--- config.mk ---
export PLATFORM = sky130hd
export DESIGN_NAME = rgb_to_hsv_pixel
export DESIGN_NICKNAME = d
export VERILOG_FILES = /design/src/design/hsv_pkg.sv /design/src/design/hsv_div_cell.sv /design/src/design/hsv_prep.sv /design/src/design/rgb_to_hsv_pixel.sv
export SDC_FILE = /design/constraint.sdc
export NUM_CORES = 2
export LEC_CHECK = 0
export ABC_AREA = 1
export BUFFER_PORTS_ARGS = -buffer_cell sky130_fd_sc_hd__buf_4
export CORE_UTILIZATION = 30
export CTS_CLUSTER_SIZE = 40
export DETAILED_ROUTE_END_ITERATION = 7
export MAX_ROUTING_LAYER = met4
export PLACE_DENSITY = 0.53
export RECOVER_POWER = 50
export SYNTH_ARGS = -nofsm -noshare
export SYNTH_HDL_FRONTEND = slang
export SYNTH_SLANG_ARGS = --single-unit
--- constraint.sdc ---
create_clock -name clk_i -period 8.5 [get_ports clk_i]
set_clock_uncertainty 0.05 [all_clocks]
set_input_delay 0 -clock clk_i [delete_from_list [all_inputs] [get_ports clk_i]]
set_output_delay 0 -clock clk_i [all_outputs]
set_load 0.005 [all_outputs]
--- src/design/hsv_pkg.sv ---
// types, widths and divider step functions for the rgb to hsv pixel converter
`timescale 1ns / 1ps

package hsv_pkg;

  localparam int unsigned ChanW    = 8;
  localparam int unsigned HueW     = 9;
  localparam int unsigned SatW     = 8;
  localparam int unsigned ValW     = 8;
  // quotient bits, one divider cell per bit
  localparam int unsigned QuoW     = 9;
  localparam int unsigned DsrShift = QuoW - 1;
  // exact hue times delta, below 360 * 255
  localparam int unsigned HueNumW  = 17;
  // hue dividend up to 255 * 360 * 255, divisor up to 360 * 255 shifted by DsrShift
  localparam int unsigned HueDivW  = 25;
  // saturation and value dividends below 2^16, divisors up to 510 shifted by DsrShift
  localparam int unsigned SvDivW   = 17;
  localparam int unsigned InDataW  = 24;
  localparam int unsigned OutDataW = 32;

  typedef enum logic [1:0] {
    SEC_RED,
    SEC_GREEN,
    SEC_BLUE
  } sector_e;

  typedef struct packed {
    logic [HueDivW-1:0] rem;
    logic [HueDivW-1:0] dsr;
    logic [QuoW-1:0]    quo;
  } hue_lane_t;

  typedef struct packed {
    logic [SvDivW-1:0] rem;
    logic [SvDivW-1:0] dsr;
    logic [QuoW-1:0]   quo;
  } sv_lane_t;

  typedef struct packed {
    hue_lane_t hue;
    sv_lane_t  sat;
    sv_lane_t  val;
  } div_word_t;

  function automatic hue_lane_t hue_step(hue_lane_t l);
    hue_lane_t r;
    r = l;
    if (l.rem >= l.dsr) begin
      r.rem = l.rem - l.dsr;
      r.quo = {l.quo[QuoW-2:0], 1'b1};
    end else begin
      r.quo = {l.quo[QuoW-2:0], 1'b0};
    end
    r.dsr = l.dsr >> 1;
    return r;
  endfunction

  function automatic sv_lane_t sv_step(sv_lane_t l);
    sv_lane_t r;
    r = l;
    if (l.rem >= l.dsr) begin
      r.rem = l.rem - l.dsr;
      r.quo = {l.quo[QuoW-2:0], 1'b1};
    end else begin
      r.quo = {l.quo[QuoW-2:0], 1'b0};
    end
    r.dsr = l.dsr >> 1;
    return r;
  endfunction

  function automatic div_word_t div_step(div_word_t w);
    div_word_t r;
    r.hue = hue_step(w.hue);
    r.sat = sv_step(w.sat);
    r.val = sv_step(w.val);
    return r;
  endfunction

endpackage

--- src/design/hsv_div_cell.sv ---
// one divider cell: resolves one quotient bit of the hue, saturation and value lanes
`timescale 1ns / 1ps

module hsv_div_cell (
  input  logic              clk_i,
  input  logic              rst_ni,
  input  logic              in_valid_i,
  output logic              in_ready_o,
  input  hsv_pkg::div_word_t in_word_i,
  output logic              out_valid_o,
  input  logic              out_ready_i,
  output hsv_pkg::div_word_t out_word_o
);

  logic               valid_q;
  hsv_pkg::div_word_t word_q;
  logic               adv;

  // cell may load when empty or when its word moves on
  assign adv        = !valid_q || out_ready_i;
  assign in_ready_o = adv;

  always_ff @(posedge clk_i or negedge rst_ni) begin
    if (!rst_ni) begin
      valid_q <= 1'b0;
    end else if (adv) begin
      valid_q <= in_valid_i;
    end
  end

  always_ff @(posedge clk_i) begin
    if (in_valid_i && adv) begin
      word_q <= hsv_pkg::div_step(in_word_i);
    end
  end

  assign out_valid_o = valid_q;
  assign out_word_o  = word_q;

endmodule

--- src/design/hsv_prep.sv ---
// front stages: max, min, sector and hue numerator, then divider operands per mode
`timescale 1ns / 1ps

module hsv_prep (
  input  logic                        clk_i,
  input  logic                        rst_ni,
  input  logic                        scale_i,
  input  logic                        valid_i,
  output logic                        ready_o,
  input  logic [hsv_pkg::ChanW-1:0]   red_i,
  input  logic [hsv_pkg::ChanW-1:0]   green_i,
  input  logic [hsv_pkg::ChanW-1:0]   blue_i,
  output logic                        valid_o,
  input  logic                        ready_i,
  output hsv_pkg::div_word_t          word_o
);

  localparam int unsigned CW  = hsv_pkg::ChanW;
  localparam int unsigned NW  = hsv_pkg::HueNumW;
  localparam int unsigned HW  = hsv_pkg::HueDivW;
  localparam int unsigned SW  = hsv_pkg::SvDivW;
  localparam int unsigned TW  = NW + 1;
  // ceil(2^25 / 510), exact floor for dividends below 66052
  localparam int unsigned ValRecip = 65794;
  localparam int unsigned ValShift = 25;

  // stage one
  hsv_pkg::sector_e       sec;
  logic [CW-1:0]          mx, mn, d, p, q;
  logic [NW-1:0]          base, d360;
  logic signed [CW:0]     diff;
  logic signed [TW-1:0]   term, tot;

  logic                   v1_q;
  logic [NW-1:0]          num1_q;
  logic [CW-1:0]          d1_q, mx1_q;

  // stage two
  hsv_pkg::div_word_t     w_d;
  hsv_pkg::div_word_t     w_q;
  logic                   v2_q;
  logic                   rdy1, rdy2;
  logic [31:0]            vnum, vprod;

  assign rdy2    = !v2_q || ready_i;
  assign rdy1    = !v1_q || rdy2;
  assign ready_o = rdy1;

  always_comb begin
    // ties for largest go to blue, then green
    if (blue_i >= red_i && blue_i >= green_i) begin
      sec = hsv_pkg::SEC_BLUE;
      mx  = blue_i;
    end else if (green_i >= red_i && green_i >= blue_i) begin
      sec = hsv_pkg::SEC_GREEN;
      mx  = green_i;
    end else begin
      sec = hsv_pkg::SEC_RED;
      mx  = red_i;
    end
    mn = red_i;
    if (green_i < mn) mn = green_i;
    if (blue_i < mn) mn = blue_i;
    d    = mx - mn;
    d360 = NW'(d) * NW'(360);
    unique case (sec)
      hsv_pkg::SEC_GREEN: begin
        base = NW'(d) * NW'(120);
        p    = blue_i;
        q    = red_i;
      end
      hsv_pkg::SEC_BLUE: begin
        base = NW'(d) * NW'(240);
        p    = red_i;
        q    = green_i;
      end
      default: begin
        base = '0;
        p    = green_i;
        q    = blue_i;
      end
    endcase
    diff = $signed({1'b0, p}) - $signed({1'b0, q});
    term = $signed(TW'(diff)) * $signed(TW'(60));
    tot  = $signed({1'b0, base}) + term;
    // red sector wraps into 0..360
    if (tot < 0) tot = tot + $signed({1'b0, d360});
  end

  always_ff @(posedge clk_i or negedge rst_ni) begin
    if (!rst_ni) begin
      v1_q <= 1'b0;
      v2_q <= 1'b0;
    end else begin
      if (rdy1) v1_q <= valid_i;
      if (rdy2) v2_q <= v1_q;
    end
  end

  always_ff @(posedge clk_i) begin
    if (valid_i && rdy1) begin
      num1_q <= tot[NW-1:0];
      d1_q   <= d;
      mx1_q  <= mx;
    end
  end

  always_comb begin
    w_d = '0;
    // percent value (200 mx + 255) / 510 by reciprocal multiply
    vnum  = 32'(mx1_q) * 32'(200) + 32'(255);
    vprod = vnum * 32'(ValRecip);
    // hue lane, gray pixel divides zero by one
    if (d1_q == '0) begin
      w_d.hue.rem = '0;
      w_d.hue.dsr = HW'(1) << hsv_pkg::DsrShift;
    end else if (scale_i) begin
      w_d.hue.rem = HW'(num1_q) * HW'(255);
      w_d.hue.dsr = (HW'(d1_q) * HW'(360)) << hsv_pkg::DsrShift;
    end else begin
      w_d.hue.rem = HW'(num1_q);
      w_d.hue.dsr = HW'(d1_q) << hsv_pkg::DsrShift;
    end
    // saturation lane, black pixel divides zero by one
    if (mx1_q == '0) begin
      w_d.sat.rem = '0;
      w_d.sat.dsr = SW'(1) << hsv_pkg::DsrShift;
    end else if (scale_i) begin
      w_d.sat.rem = SW'(d1_q) * SW'(255);
      w_d.sat.dsr = SW'(mx1_q) << hsv_pkg::DsrShift;
    end else begin
      // percent rounded half up: (200 d + mx) / (2 mx)
      w_d.sat.rem = SW'(d1_q) * SW'(200) + SW'(mx1_q);
      w_d.sat.dsr = SW'({mx1_q, 1'b0}) << hsv_pkg::DsrShift;
    end
    // value lane only passes its word through, divided by one
    w_d.val.dsr = SW'(1) << hsv_pkg::DsrShift;
    if (scale_i) begin
      w_d.val.rem = SW'(mx1_q);
    end else begin
      w_d.val.rem = SW'(vprod[31:ValShift]);
    end
  end

  always_ff @(posedge clk_i) begin
    if (v1_q && rdy2) begin
      w_q <= w_d;
    end
  end

  assign valid_o = v2_q;
  assign word_o  = w_q;

endmodule

--- src/design/rgb_to_hsv_pixel.sv ---
// top level of the rgb to hsv pixel converter
// Converts one 8-bit rgb pixel per word into hue, saturation and value.
// Input channel s_axis: tdata carries red, green, blue (8 bits each, red lowest).
// Output channel m_axis: tdata carries hue (9 bits), saturation (8), value (8),
// then zero padding up to 32 bits.
// cfg_we_i / cfg_wdata_i write the scale mode: 0 gives hue in degrees 0..359 and
// saturation and value in percent, 1 gives all three on the 0..255 scale.
// Write the mode only while no pixel is in flight.
// A pixel passes two front stages (channel sort and hue numerator, then operand
// setup) and a chain of nine divider cells, each resolving one quotient bit of
// the hue, saturation and value lanes. Throughput is one pixel per cycle while
// s_axis_tready is high; every stage has its own valid flag, so a stalled
// output only holds the last stage and new pixels keep entering until all
// 11 stages are full, after which s_axis_tready drops.
// Reset empties the pipeline and sets the scale mode to 0; no pixel in
// flight survives reset.
`timescale 1ns / 1ps

module rgb_to_hsv_pixel (
  input  logic                           clk_i,
  input  logic                           rst_ni,
  input  logic                           cfg_we_i,
  input  logic                           cfg_wdata_i,
  input  logic                           s_axis_tvalid,
  output logic                           s_axis_tready,
  // red [7:0], green [15:8], blue [23:16]
  input  logic [hsv_pkg::InDataW-1:0]    s_axis_tdata,
  output logic                           m_axis_tvalid,
  input  logic                           m_axis_tready,
  // hue [8:0], saturation [16:9], value [24:17], zeros [31:25]
  output logic [hsv_pkg::OutDataW-1:0]   m_axis_tdata
);

  localparam int unsigned NumCells = hsv_pkg::QuoW;
  localparam int unsigned CW       = hsv_pkg::ChanW;
  localparam int unsigned PadW     = hsv_pkg::OutDataW - hsv_pkg::HueW
                                     - hsv_pkg::SatW - hsv_pkg::ValW;

  logic                scale_q;
  logic [NumCells:0]   vld;
  logic [NumCells:0]   rdy;
  hsv_pkg::div_word_t  wrd [NumCells+1];

  always_ff @(posedge clk_i or negedge rst_ni) begin
    if (!rst_ni) begin
      scale_q <= 1'b0;
    end else if (cfg_we_i) begin
      scale_q <= cfg_wdata_i;
    end
  end

  hsv_prep u_prep (
    .clk_i   (clk_i),
    .rst_ni  (rst_ni),
    .scale_i (scale_q),
    .valid_i (s_axis_tvalid),
    .ready_o (s_axis_tready),
    .red_i   (s_axis_tdata[CW-1:0]),
    .green_i (s_axis_tdata[2*CW-1:CW]),
    .blue_i  (s_axis_tdata[3*CW-1:2*CW]),
    .valid_o (vld[0]),
    .ready_i (rdy[0]),
    .word_o  (wrd[0])
  );

  for (genvar k = 0; k < NumCells; k++) begin : g_cell
    hsv_div_cell u_cell (
      .clk_i       (clk_i),
      .rst_ni      (rst_ni),
      .in_valid_i  (vld[k]),
      .in_ready_o  (rdy[k]),
      .in_word_i   (wrd[k]),
      .out_valid_o (vld[k+1]),
      .out_ready_i (rdy[k+1]),
      .out_word_o  (wrd[k+1])
    );
  end

  assign rdy[NumCells] = m_axis_tready;
  assign m_axis_tvalid = vld[NumCells];
  assign m_axis_tdata  = {PadW'(0),
                          wrd[NumCells].val.quo[hsv_pkg::ValW-1:0],
                          wrd[NumCells].sat.quo[hsv_pkg::SatW-1:0],
                          wrd[NumCells].hue.quo[hsv_pkg::HueW-1:0]};

endmodule

==> flow_summary.toml <==
[detailed_routing]
drtIter0Drc = 1493
vias_per_cell = 4.54
wire_per_inst_um = 14.0
dr.pass1.iters = 5
vias = 40100
drc = 0
routed_wl_um = 124000
ant_nets = 0

[clock_tree]
cts_root_buf = "clkbuf_16"
cts_max_level = 3
cts_buffer_depth = 3
cts_tree = "yes"
clk_pin_slew_ns = 0.05
clock_latency_ns = 0.71
clock-sinks = 877
cts_buffers = 97

[final_layout]
area_growth_pct = 13.5
n_antenna_cell = 0
nets = 7052
n_fill_cell = 19600
final_layout_size_suffix_gt1_share_pct = 6.69

[worst_setup_path]
slowest_delay_ns = 0.53
path_class = "input pin to flop"
crit_start = "s_axis_tdata[6]"
required_ns = 8.90
worstSetupEndpointType = "flop"
timing.reg2reg.setup_slack_ns = 1.79
rr_startpoint = "u_prep.mx1_q[2]"
reg2reg_depth = 30
crit_fanout = 8
endpoint = "u_prep.num1_q[16]"
cpMostUsedCell = "nand2_1"
cp_slowest_cell = "dlygate4sd3_1"
arrival_ns = 8.40
cp-start-kind = "input pin"
reg2reg_to = "u_prep.word_o[29]"

[floorplanning]
die_height_um = 443
die_w_um = 443
dieArea_um2 = 196000
num_rows = 161
core_area_um2 = 193000
start_util_pct = 30.2
io_pins = 64

[placement]
io_buffers = 56
hpwl_um = 100000
gp_congestion = 0.873

[logic_synthesis]
synth.cell_area_um2 = 58200
netlist_top_cells_area = "edfxtp_1 45%, ha_1 13%, inv_1 6.6%"
async_reset_ff_share_pct = 1.37
ys.flop_type = "edfxtp_1"
synth-edff-count = 865
ys_ff_latch = 877
yosysWarnings = 0
synth_common_cells = "1018 x inv_1, 961 x nand2_1, 865 x edfxtp_1"
yosysMostFrequentCell = "inv_1"
synth.largest_area_cell = "edfxtp_1"
synth.avg_cell_area_um2 = 9.73
synthCells = 5985
synthDistinctLibCells = 69
synth.top_cell.area_share_pct = 44.6
seq_area_frac_synth_pct = 45.1

[timing]
finalSetupTns_ns = 0
hold_viol = 0
period_share_pct = 94.2
setup_viol = 0
worstMarginPinSlew_ns = 3.59
relSlewSlack_pct = -140
period_needed_ns = 8.01
hold_slack_ns = 0.0504
max_freq_mhz = 125
drv_slew = 304

[run]
max_cap_violations = 7

[grt]
grt_use_total_pct = 12.9
grt_pass1_vias = 41100
overflow = 0
antenna_found_initial = 0
grt_max_degree = 86
grt_pass1_wl_um = 205000

[run_status]
status = "complete, but fails checks"
failed_checks = "capacitance limit, slew limit"

[hold_path]
worstHoldPathType = "input pin to flop"
==> metal layers <==
metal	global-route usage [%]	vias up	share of wire (%)
met1	15.3	18500	45
met3	1.41	212	2.7
met4	4.29	0	2.9
met5	-	-	0
li1	-	20900	-
met2	22.8	515	49
==> stage by stage <==
step           util [%]  std cells  setup WS [ns]  area, um^2
2_1_floorplan         -       5993          0.137       58300
3_3_place_gp       32.4       8626       -0.00732       62500
3_5_place_dp       32.4       8626         -0.276       62500
4_1_cts            34.2       8832         0.0300       66000
5_1_grt            34.3       8845         -0.107       66100
6_report           34.3       8845          0.494       66100
==> cell families (layout without fill, tap and decap cells) <==
logic type               count (synthesis)  after routing  share of synthesized area, %
AO/OA/AOI/OAI                         1057           1057                          10.1
XOR/XNOR                               339            339                          5.10
adder cells (fa/ha/maj)                783            783                          18.9
buffers and inverters                 1095           1421                          7.25
flip-flops                             877            877                          45.1
multiplexers                             4              4                        0.0731
other                                    1              9                       0.00644
AND/OR/NAND/NOR                       1829           1829                          13.4
==> state kept, by name (all words and copies together), names as in the netlist <==
| register | count |
|---|---|
| u_prep.d1_q | 8 |
| u_prep.mx1_q | 8 |
| g_cell.u_cell.out_valid_o | 9 |
| u_prep.word_o | 74 |
| scale_q | 1 |
| u_prep.num1_q | 15 |
| u_prep.valid_o | 1 |
| g_cell.u_cell.out_word_o | 760 |
| u_prep.v1_q | 1 |
==> cell type report <==
cell class	instances	area, um^2	area share, %
tap	2526	3160	4.78
timing repair buffer	214	1640	2.48
clock inverter	66	743	1.12
clock buffer	113	2490	3.76
multi-input combinational	4021	27900	42.3
inverter	1028	3870	5.85
sequential	877	26300	39.7
==> worst max-delay path, delay by kind of cell <==
kind / cells / cell delay [ns]
AND/OR/NAND/NOR: 16 / 1.39
AO/OA/AOI/OAI: 11 / 2.07
buffers and inverters: 10 / 1.30
adder cells (fa/ha/maj): 9 / 3.13
XOR/XNOR: 3 / 0.49
==> worst min-delay path by stage <==
stage	from	end	slack [ns]	cells after the start
2_1_floorplan	rst_ni	g_cell[0].u_cell.out_valid_o	-0.35	0
3_3_place_gp	rst_ni	scale_q	-0.19	1
3_5_place_dp	rst_ni	scale_q	-0.19	1
4_1_cts	s_axis_tdata[0]	u_prep.num1_q[2]	0.009	5
5_1_grt	s_axis_tdata[0]	u_prep.num1_q[2]	0.07	5
6_report	s_axis_tdata[0]	u_prep.num1_q[2]	0.05	5
==> cells in the final DEF (no fill, tap or decap), types with 27 or more instances in the layout <==
| master | netlist | final |
|---|---|---|
| a21oi_1 | 421 | 418 |
| nor3_1 | 73 | 72 |
| fa_1 | 162 | 161 |
| edfxtp_1 | 865 | 865 |
| nand4_1 | 59 | 59 |
| ha_1 | 621 | 616 |
| buf_4 | 11 | 151 |
| inv_1 | 1018 | 1010 |
| clkbuf_1 | 30 | 31 |
| nor4_1 | 45 | 45 |
| o21ai_0 | 375 | 369 |
| nand2_1 | 961 | 958 |
| nand3_1 | 199 | 198 |
| dlygate4sd3_1 | 0 | 27 |
| o21ai_1 | 24 | 27 |
| o22ai_1 | 33 | 32 |
| xor2_1 | 190 | 189 |
| clkbuf_16 | 0 | 97 |
| a21o_1 | 35 | 35 |
| nor2_1 | 406 | 403 |
| xnor2_1 | 149 | 148 |
==> what timing repair did <==
item,in CTS,in global routing
hold buffers,27,0
resized for setup,0,61
endpoints found under the hold margin,46,0
buffers inserted,0,13
endpoints found under the setup margin,0,8
Power is not shown: default switching activity piles up to over one toggle a cycle in this logic, so the estimate is an artifact.
